==> src/rtl/ssmt_pkg.sv <==
// Shared types and constants for the small set membership table.
// No dependencies; every other file uses this package.
`timescale 1ns / 1ps

package ssmt_pkg;

  // Fixed field widths of the channels
  localparam int VALUE_W  = 16;
  localparam int ACTION_W = 2;
  localparam int COUNT_W  = 5;
  localparam int STATUS_W = 2;

  typedef enum logic [ACTION_W-1:0] {
    ACT_INSERT = 2'd0,
    ACT_DELETE = 2'd1,
    ACT_QUERY  = 2'd2,
    ACT_CLEAR  = 2'd3
  } action_t;

  typedef enum logic [STATUS_W-1:0] {
    ST_CHANGED  = 2'd0,
    ST_NOCHANGE = 2'd1,
    ST_REFUSED  = 2'd2
  } status_t;

  // Per-cell control from the top level to one cell of the row
  typedef struct packed {
    logic occupied;  // cell index is below the fill count
    logic load_key;  // write the incoming value into this cell
    logic shift;     // delete in progress: cells at or past the hit take the upper neighbor
  } cell_ctl_t;

endpackage

==> src/rtl/ssmt_if.sv <==
// Valid/ready channel interfaces for the set table input and result streams.
// Depends on ssmt_pkg for the field widths.
`timescale 1ns / 1ps

interface ssmt_in_if;
  logic                         valid;
  logic                         ready;
  logic [ssmt_pkg::ACTION_W-1:0] action;
  logic [ssmt_pkg::VALUE_W-1:0]  value;

  modport source (output valid, output action, output value, input ready);
  modport sink   (input valid, input action, input value, output ready);
endinterface

interface ssmt_out_if;
  logic                         valid;
  logic                         ready;
  logic                         was_member;
  logic [ssmt_pkg::COUNT_W-1:0]  count;
  logic                         is_empty;
  logic                         is_full;
  logic [ssmt_pkg::STATUS_W-1:0] status;

  modport source (output valid, output was_member, output count, output is_empty,
                  output is_full, output status, input ready);
  modport sink   (input valid, input was_member, input count, input is_empty,
                  input is_full, input status, output ready);
endinterface

==> src/rtl/ssmt_cell.sv <==
// One cell of the set table row: holds one entry, compares it against the key,
// extends the hit chain and shifts down from its upper neighbor. Uses ssmt_pkg.
`timescale 1ns / 1ps

module ssmt_cell #(
  parameter int SW = 16
) (
  input  logic                  clk,
  input  ssmt_pkg::cell_ctl_t   ctl,
  input  logic [SW-1:0]         key,
  input  logic [SW-1:0]         upper_entry,
  input  logic                  hit_in,
  output logic                  hit_out,
  output logic [SW-1:0]         entry_q
);
  import ssmt_pkg::*;

  logic [SW-1:0] entry_r;
  logic [SW-1:0] entry_nxt;
  logic          match;

  assign match   = ctl.occupied && (entry_r == key);
  assign hit_out = hit_in || match;
  assign entry_q = entry_r;

  always_comb begin
    entry_nxt = entry_r;
    if (ctl.load_key) begin
      entry_nxt = key;
    end else if (ctl.shift && hit_out) begin
      // close the gap left by the removed entry
      entry_nxt = upper_entry;
    end
  end

  always_ff @(posedge clk) begin
    entry_r <= entry_nxt;
  end

endmodule

==> src/rtl/small_set_membership_table_core.sv <==
// Small set membership table: top level with the cell row, fill count and result register.
// Depends on ssmt_pkg, ssmt_if and ssmt_cell.
`timescale 1ns / 1ps

// A set of up to CAPACITY distinct values kept packed in insertion order. Each
// transaction carries an action (insert, delete, query, clear) and a value; the value is
// compared against every occupied cell of the row at once, and one result follows per
// transaction with the prior membership, the count afterwards, empty/full flags and a
// status. One transaction is taken per clock cycle while ready; its result is registered
// and shows in the cycle after acceptance. The compare, hit chain and shift paths through
// the cell row are combinational. The input stays ready while the result register is
// empty or its content is being taken. Only the low VALUE_WIDTH bits of the value take
// part (at most 16). The count field carries the low five bits of the fill count.
module small_set_membership_table_core #(
  parameter int CAPACITY    = 16,
  parameter int VALUE_WIDTH = 16
) (
  input  logic             clk,
  input  logic             rst_n,
  ssmt_in_if.sink          in_ch,
  ssmt_out_if.source       out_ch
);
  import ssmt_pkg::*;

  localparam int SW    = (VALUE_WIDTH < VALUE_W) ? VALUE_WIDTH : VALUE_W;
  localparam int CNT_W = $clog2(CAPACITY + 1);

  logic [CNT_W-1:0]    fill_count_r;
  logic [CNT_W-1:0]    fill_count_nxt;
  logic                out_valid_r;
  logic                was_member_r;
  logic [COUNT_W-1:0]  count_r;
  logic                is_empty_r;
  logic                is_full_r;
  status_t             status_r;
  status_t             status_nxt;

  logic                accept;
  logic                member;
  logic                full;
  logic                do_insert;
  logic                do_delete;
  action_t             action;
  logic [SW-1:0]       key;
  logic [CAPACITY:0]   hit;
  logic [SW-1:0]       entry_q [CAPACITY];
  cell_ctl_t           ctl     [CAPACITY];

  assign in_ch.ready = !out_valid_r || out_ch.ready;
  assign accept      = in_ch.valid && in_ch.ready;
  assign action      = action_t'(in_ch.action);
  assign key         = in_ch.value[SW-1:0];
  assign full        = (fill_count_r == CNT_W'(CAPACITY));
  assign hit[0]      = 1'b0;
  assign member      = hit[CAPACITY];

  genvar gi;
  generate
    for (gi = 0; gi < CAPACITY; gi++) begin : g_cell
      logic [SW-1:0] upper;
      if (gi == CAPACITY - 1) begin : g_top
        assign upper = key;
      end else begin : g_mid
        assign upper = entry_q[gi + 1];
      end

      assign ctl[gi].occupied = (CNT_W'(gi) < fill_count_r);
      assign ctl[gi].load_key = do_insert && (CNT_W'(gi) == fill_count_r);
      assign ctl[gi].shift    = do_delete;

      ssmt_cell #(.SW(SW)) u_cell (
        .clk         (clk),
        .ctl         (ctl[gi]),
        .key         (key),
        .upper_entry (upper),
        .hit_in      (hit[gi]),
        .hit_out     (hit[gi + 1]),
        .entry_q     (entry_q[gi])
      );
    end
  endgenerate

  always_comb begin
    fill_count_nxt = fill_count_r;
    status_nxt     = ST_CHANGED;
    do_insert      = 1'b0;
    do_delete      = 1'b0;
    case (action)
      ACT_INSERT: begin
        if (member) begin
          status_nxt = ST_NOCHANGE;
        end else if (full) begin
          status_nxt = ST_REFUSED;
        end else begin
          do_insert      = accept;
          fill_count_nxt = fill_count_r + CNT_W'(1);
        end
      end
      ACT_DELETE: begin
        if (!member) begin
          status_nxt = ST_NOCHANGE;
        end else begin
          do_delete      = accept;
          fill_count_nxt = fill_count_r - CNT_W'(1);
        end
      end
      ACT_QUERY: begin
        fill_count_nxt = fill_count_r;
      end
      default: begin
        fill_count_nxt = '0;
      end
    endcase
  end

  always_ff @(posedge clk) begin
    if (!rst_n) begin
      fill_count_r <= '0;
      out_valid_r  <= 1'b0;
    end else begin
      if (accept) begin
        fill_count_r <= fill_count_nxt;
        out_valid_r  <= 1'b1;
      end else if (out_ch.ready) begin
        out_valid_r  <= 1'b0;
      end
    end
  end

  // hold the result payload until a new transaction replaces it
  always_ff @(posedge clk) begin
    if (accept) begin
      was_member_r <= member;
      count_r      <= COUNT_W'(fill_count_nxt);
      is_empty_r   <= (fill_count_nxt == '0);
      is_full_r    <= (fill_count_nxt == CNT_W'(CAPACITY));
      status_r     <= status_nxt;
    end
  end

  assign out_ch.valid      = out_valid_r;
  assign out_ch.was_member = was_member_r;
  assign out_ch.count      = count_r;
  assign out_ch.is_empty   = is_empty_r;
  assign out_ch.is_full    = is_full_r;
  assign out_ch.status     = status_r;

endmodule

==> src/flat_wrapper.sv <==
// flat-port wrapper written by rule: the top's interface ports become plain ports
module small_set_membership_table_core_flat import ssmt_pkg::*;
#(
  parameter int CAPACITY    = 16,
  parameter int VALUE_WIDTH = 16
)
  (clk, rst_n, in_ch_valid, in_ch_action, in_ch_value, in_ch_ready, out_ch_valid, out_ch_was_member, out_ch_count, out_ch_is_empty, out_ch_is_full, out_ch_status, out_ch_ready);
  ssmt_in_if in_ch_i ();
  ssmt_out_if out_ch_i ();
  input  logic clk;
  input  logic rst_n;
  input wire logic [$bits(in_ch_i.valid)-1:0] in_ch_valid;
  input wire logic [$bits(in_ch_i.action)-1:0] in_ch_action;
  input wire logic [$bits(in_ch_i.value)-1:0] in_ch_value;
  output wire logic [$bits(in_ch_i.ready)-1:0] in_ch_ready;
  output wire logic [$bits(out_ch_i.valid)-1:0] out_ch_valid;
  output wire logic [$bits(out_ch_i.was_member)-1:0] out_ch_was_member;
  output wire logic [$bits(out_ch_i.count)-1:0] out_ch_count;
  output wire logic [$bits(out_ch_i.is_empty)-1:0] out_ch_is_empty;
  output wire logic [$bits(out_ch_i.is_full)-1:0] out_ch_is_full;
  output wire logic [$bits(out_ch_i.status)-1:0] out_ch_status;
  input wire logic [$bits(out_ch_i.ready)-1:0] out_ch_ready;
  assign in_ch_i.valid = in_ch_valid;
  assign in_ch_i.action = in_ch_action;
  assign in_ch_i.value = in_ch_value;
  assign in_ch_ready = in_ch_i.ready;
  assign out_ch_valid = out_ch_i.valid;
  assign out_ch_was_member = out_ch_i.was_member;
  assign out_ch_count = out_ch_i.count;
  assign out_ch_is_empty = out_ch_i.is_empty;
  assign out_ch_is_full = out_ch_i.is_full;
  assign out_ch_status = out_ch_i.status;
  assign out_ch_i.ready = out_ch_ready;
  small_set_membership_table_core #(.CAPACITY(CAPACITY), .VALUE_WIDTH(VALUE_WIDTH)) u_core (.clk(clk), .rst_n(rst_n), .in_ch(in_ch_i), .out_ch(out_ch_i));
endmodule
==> config.mk <==
export PLATFORM = sky130hd
export DESIGN_NAME = small_set_membership_table_core_flat
export DESIGN_NICKNAME = d
export VERILOG_FILES = /design/src/rtl/ssmt_pkg.sv /design/src/rtl/ssmt_if.sv /design/src/rtl/ssmt_cell.sv /design/src/rtl/small_set_membership_table_core.sv /design/src/flat_wrapper.sv
export SDC_FILE = /design/constraint.sdc
export NUM_CORES = 1
export LEC_CHECK = 0
export ABC_AREA = 1
export BUFFER_PORTS_ARGS = -buffer_cell sky130_fd_sc_hd__buf_2
export CAP_MARGIN = 20
export CORE_MARGIN = 2
export CORE_UTILIZATION = 50
export CTS_BUF_LIST = sky130_fd_sc_hd__clkbuf_4 sky130_fd_sc_hd__clkbuf_8
export CTS_CLUSTER_DIAMETER = 50
export DETAILED_ROUTE_END_ITERATION = 10
export PLACE_DENSITY = 0.66
export SYNTH_ARGS = -nofsm -noshare
export SYNTH_HDL_FRONTEND = slang
export SYNTH_SLANG_ARGS = --single-unit
export TNS_END_PERCENT = 5
==> constraint.sdc <==
create_clock -name clk -period 5.4 [get_ports clk]
set_input_delay 1.08 -clock clk [delete_from_list [all_inputs] [get_ports clk]]
set_output_delay 1.08 -clock clk [all_outputs]
set_load 0.01 [all_outputs]
# After elaboration in Yosys (flattened, before gate mapping)
# Cells that the tools add are included.
[word_totals] register_bits=272 latch_bits=0 mem_bits_rw=0 mem_bits_ro=0 input_bits=22 output_inout_bits=12 wordCells=209 n_memories=0
[classes] add_sub_neg=2 mul=0 div_mod_pow=0 n_lt_le_gt_ge=16 n_eq_ne=35 shift=0 mux=47 n_bitwise=0 n_reduce_logical=86
[ops] op="$mux 16" n=32
[ops] op="$eq 16x16->1" n=16
[ops] op="$logic_and 1x1->1" n=49
[ops] op="$eq 4x5->1 const A" n=8
[ops] op="$lt 4x5->1 const A" n=8
[ops] op="$reduce_bool 2->1" n=17
[ops] op="$eq 3x5->1 const A" n=4
[ops] op="$lt 3x5->1 const A" n=4
[ops] op="$logic_or 1x1->1" n=16
[ops] op="$mux 5" n=3
[ops] op="$pmux 5 s3" n=1
[ops] op="$eq 2x5->1 const A" n=2
[ops] op="$eq 5x5->1 const B" n=2
[ops] op="$logic_not 5->1" n=2
[ops] op="$lt 1x5->1 const A" n=2
[ops] op="$lt 2x5->1 const A" n=2
[ops] op="$mux 1" n=8
[ops] op="$add 5x1->5 const B" n=1
[ops] op="$eq 1x5->1 const A" n=1
[ops] op="$sub 5x1->5 const B" n=1
[ops] op="$mux 2" n=2
[ops] op="$pmux 2 s2" n=1
[ops] op="$eq 2x1->1 const B" n=1
[ops] op="$eq 2x2->1 const B" n=1
[ops] op="2 further kinds" n=2

# Longest topological paths before layout
[depth] ltp_word=22 mapped_depth=24 mapped_depth_nobuf=22

# Hierarchy
# From an unflattened synthesis, not the netlist that was laid out.
[unflattened] cells_unflattened=2282 area_unflattened_um2=16859.9
[modules_own_cells] module="ssmt_cell" instances=16 cells_per_inst=131 area_per_inst_um2=977.2 seq_area_each_um2=480.5
[modules_own_cells] module="small_set_membership_table_core" instances=1 cells_per_inst=186 area_per_inst_um2=1224.9 seq_area_each_um2=420.4

# Least setup slack after synthesis
# Ideal clock, no wire load.
[synth_timing] kind="input port to flip-flop" start="input in_ch_value[14]" end="register u_core.g_cell[10].u_cell.entry_r[0], enable pin" setup_time_ns=0.411 arrival_ns=4.387 setup_slack_ns=0.602 path_stages=15 n_path_buf=2 cell_sequence="buf_2 inv_1 clkbuf_1 nor2_1 nor4_1 nand2_1 nor3_1 inv_1 nand4_1 nor2_1 nand4_1 nand2_1 nor2_1 inv_1 o21ai_0"
[synth_via] elab_chain_len=21
[synth_lines] item="start, declared" line="flat_wrapper.sv:14" text="input wire logic [$bits(in_ch_i.value)-1:0] in_ch_value;"
[synth_lines] item="$eq 16x16->1" line="ssmt_cell.sv:22" text="assign match = ctl.occupied && (entry_r == key);"
[synth_lines] item="$logic_and 1x1->1" line="ssmt_cell.sv:22"
[synth_lines] item="$logic_or 1x1->1 (14 in series)" line="ssmt_cell.sv:23" text="assign hit_out = hit_in || match;"
[synth_lines] item="$logic_or 1x1->1 *" line="ssmt_cell.sv:23"
[synth_lines] item="via u_core.g_cell[15].u_cell.hit_out" line="ssmt_cell.sv:13" text="output logic hit_out,"
[synth_lines] item="$mux 1, on equally long branches" line="small_set_membership_table_core.sv:100, small_set_membership_table_core.sv:90"
[synth_lines] item="$mux 1" line="small_set_membership_table_core.sv:88" text="case (action)"
[synth_lines] item="$logic_and 1x1->1, on equally long branches" line="ssmt_cell.sv:30, small_set_membership_table_core.sv:68"
[synth_lines] item="$reduce_bool 2->1 (no line) *"
[synth_lines] item="end signal, assigned" line="ssmt_cell.sv:37" text="entry_r <= entry_nxt;"
[synth_lines] item="end, declared" line="ssmt_cell.sv:18" text="logic [SW-1:0] entry_r;"
# Mark *: on every way through the listed nets, which the timed path passes. The rest lies on a longest branch.
# A chain may end at the register's enable or synchronous reset.

# Worst setup path in the final report
[layout_timing] start="input in_ch_value[15]" end="register u_core.g_cell[0].u_cell.entry_r[6], enable pin"
[layout_via] elab_chain_len=21
[layout_lines] item="$eq 16x16->1" line="ssmt_cell.sv:22"
[layout_lines] item="$logic_and 1x1->1" line="ssmt_cell.sv:22"
[layout_lines] item="$logic_or 1x1->1 (15 in series)" line="ssmt_cell.sv:23"
[layout_lines] item="$mux 1, on equally long branches" line="small_set_membership_table_core.sv:100, small_set_membership_table_core.sv:90"
[layout_lines] item="$mux 1" line="small_set_membership_table_core.sv:88"
[layout_lines] item="$logic_and 1x1->1, on equally long branches" line="ssmt_cell.sv:30, small_set_membership_table_core.sv:68"
[layout_lines] item="$reduce_bool 2->1 (no line) *"
[layout_lines] item="end signal, assigned" line="ssmt_cell.sv:37"
[layout_lines] item="end, declared" line="ssmt_cell.sv:18"
# Mark *: on every way between the ends. The rest lies on a longest branch, timed or not.

==> metrics.yaml <==
timing:
  worst_slack_ns: 0.957
  clock_skew_ns: 0.0327
  timing.fmax_mhz: 225
  hold_slack_ns: 0.518
  hold_viol_final: 0
  min_period_ns: 4.44
  relSlewSlack_pct: 58.9
  slew_viol_final: 0
  setup_tns_ns: 0
  tightest_slew_ns: 0.616
  setup_viol: 0
  rsz0062_at_grt: "false"
  finalCritPeriodShare_pct: 82.3
critical_path:
  crit-reg2reg-capture: "u_core.g_cell[0].u_cell.entry_q[6]"
  r2r_cells: 19
  critPathRequiredTime_ns: 5.71
  criticalPathCategory: "input pin to flip-flop"
  critPathMaxFanout: 18
  r2r_slack_ns: 0.98
  cpMaxStageDelayCell: "nand3_2"
  path_delay_family: "simple AND/OR/NAND/NOR gates"
  worst-path-buf-inv: 3
  slowest_delay_ns: 0.39
  reg2reg_from: "u_core.fill_count_r[4]"
  path_common_cell: "nand2_1"
  critPathArrivalTime_ns: 4.75
  startpoint_type: "input pin"
  critPathLaunch: "in_ch_value[15]"
  critPathCaptureType: "flip-flop"
  crit_path_cell_trace: "buf_2 > inv_2 > nand2_1 > nand2_1 > nor2_1 > nand2_1 > nor2_1 > nand3_1 > nand2_1 > nor2_2 > nand4_1 > nor2_1 > nand4_1 > nor2_2 > nand4_2 > nor2_4 > nand4_4 > nor2_8 > nand3_2 > o21ai_1 > buf_4"
layout:
  syn_to_final_growth_pct: 10.5
  fin_util_pct: 55.9
  layout-drive-gt1-share_pct: 12.7
  nNetsFinal: 2132
clock_tree:
  clk_latency_ns: 0.64
  postCtsHoldBufs: 0
  htreeDepth: 2
  post_cts_resized: 0
  clk_pin_slew_ns: 0.05
  cts_tree: "done"
  clkSinkCount: 272
  numCtsBuffers: 49
  post_cts_buffers: 0
  clockBufferDepth: 3
  root_buffer: "clkbuf_8"
detailed_routing:
  wire_per_inst_um: 22.3
  wl_met1_um: 24500
  drc: 0
  dr_wl_met2_um: 24800
  routed.top_layer: "met4"
  met3_wirelength_um: 5840
  drt_iter0_drc: 1837
  via_per_inst: 5.81
  postRouteAntennaNets: 0
  wl_um: 57800
  drt_pass1_iterations: 6
  vias: 15053
synth:
  synth_edf_count: 266
  yosysMostFrequentCell: "nand2_1"
  synth.top_cells.by_count: "nand2_1, edfxtp_1, nor2_1"
  syn_inst: 2059
  ys_top_cells_by_area: "edfxtp_1, nand2_1, xor2_1, o21ai_1, nor2_1"
  synth_flop_cell: "edfxtp_1"
  ys_types: 47
  avgSynthCellArea_um2: 8.19
  ys_warn_count: 0
  synth_top_area_share_pct: 47.3
  synth_seq_cells: 272
  synth_seq_area_share_pct: 48.1
  syn_area_um2: 16900
  yosysTopAreaCell: "edfxtp_1"
  synthesis.nets: 2086
  synthArstFlopShare_pct: 0
place:
  globalplace.congestion: 1.04
  portBuffers: 33
  dpl_worst_slack_ns: 0.395
  dp.final_hpwl_um: 41500
floorplan:
  start_util_pct: 50.6
  ios: 34
  core-area_um2: 33400
  die-area_um2: 35200
  die_y_um: 188
  rows: 67
  fp.dieW_um: 188
global_routing:
  grt_max_degree: 34
  grt_usage_pct: 32.9
  grt_pass1_vias: 14205
  antenna_found_initial: 1
  grt_pass1_wl_um: 86600
  overflow: 0
pwr:
  switchingPower_uw: 1300
  power_density_nw_per_um2: 258
  power_frac_seq_pct: 48.3
  leakage_uw: 0.00792
  combPwrFrac_pct: 10.7
  p_int_uw: 3520
  ir_drop_mv: 0.181
  pwr-share-clk_pct: 41.0
  p_sw_share_pct: 26.9
min_path:
  hold_depth: 2
  worstHoldEndpoint: "u_core.out_ch.valid"
  worstHoldStart: "u_core.out_ch.valid"
  hold_class: "flip-flop to flip-flop"
status:
  status: "finished clean"
job:
  cap_viol_max_count: 0
state kept, by name, summed over array words and instances (netlist names):
signal	flops
u_core.g_cell.u_cell.entry_q	256
u_core.fill_count_r	5
u_core.out_ch.count	5
u_core.out_ch.status	2
u_core.out_ch.is_empty	1
u_core.out_ch.is_full	1
u_core.out_ch.valid	1
u_core.out_ch.was_member	1
logic make-up after synthesis:
logic type	after synthesis	share of synthesized area [%]
xor gates and xnor gates	143	7.42
adders and majority gates	5	0.371
DFF	272	48.1
and+or+nand+nor	1063	28.3
buffers and inverters	278	6.77
AOI/OAI and AO/OA	298	9.05
how the worst max path moves through the flow:
stage	to	slack [ns]	cells after the start
detailed placement	u_core.g_cell[0].u_cell.entry_q[5]	0.39	21
CTS	u_core.g_cell[0].u_cell.entry_q[5]	1.04	21
finish	u_core.g_cell[0].u_cell.entry_q[6]	0.96	21
global route	u_core.g_cell[0].u_cell.entry_q[5]	0.59	21
global placement	u_core.g_cell[0].u_cell.entry_q[1]	0.50	21
floorplan	u_core.g_cell[10].u_cell.entry_q[0]	0.60	15
per-stage QoR:
stage,total power (uW),instances,instance area (um^2)
CTS,4830,2588,18600
detailed placement,2870,2502,17700
floorplan,2670,2059,16900
global placement,2870,2502,17700
finish,4820,2589,18600
global route,4960,2589,18600
power groups by stage:
stage | Sequential [uW] | Clock, uW | Combinational [uW]
2_1_floorplan | 2360 | 0 | 309
3_3_place_gp | 2370 | 0 | 503
3_5_place_dp | 2370 | 0 | 504
4_1_cts | 2320 | 2000 | 505
5_1_grt | 2320 | 2080 | 553
6_report | 2320 | 1970 | 517
final cells by class:
type,instances,area [um^2]
clock buffers,66,808
repair buffers,110,768
diodes,1,2.50
clock inverters,20,150
multi-input cells,1509,7630
fillers,3199,14700
flip-flops and latches,272,8110
well taps,448,561
inverters,163,613
worst reg2reg max path, stage by stage (launching register included):
cell	delay, ns
dfxtp_1	0.32
buf_4	0.20
nor2_4	0.30
nand3_1	0.30
nand2_1	0.23
nor2_1	0.09
nand3_2	0.09
nand2_1	0.10
nor2_2	0.15
nand4_1	0.13
nor2_1	0.19
nand4_1	0.17
nor2_2	0.16
nand4_2	0.13
nor2_4	0.18
nand4_4	0.14
nor2_8	0.35
nand3_2	0.40
o21ai_1	0.19
buf_4	0.28
placed cells by master, fill, tap and decap left out, types with 33 or more instances in the layout:
master and instances:
nand2_1 559, edfxtp_1 266, nor2_1 212, o21ai_1 181, inv_1 147, xor2_1 104, o21ai_0 95, buf_4 75
nand3_1 60, nand4_1 55, nor3_1 50, clkbuf_8 50, or2_2 42, xnor2_1 39, buf_2 33
layer usage:
| layer | vias to the layer above | track usage [%] |
|---|---|---|
| met2 | 864 | 49.2 |
| met1 | 7038 | 46.8 |
| met5 | - | 0 |
| li1 | 7002 | - |
| met3 | 149 | 5.58 |
| met4 | 0 | 15.6 |
No activity file was read; power rests on OpenSTA's default activity.
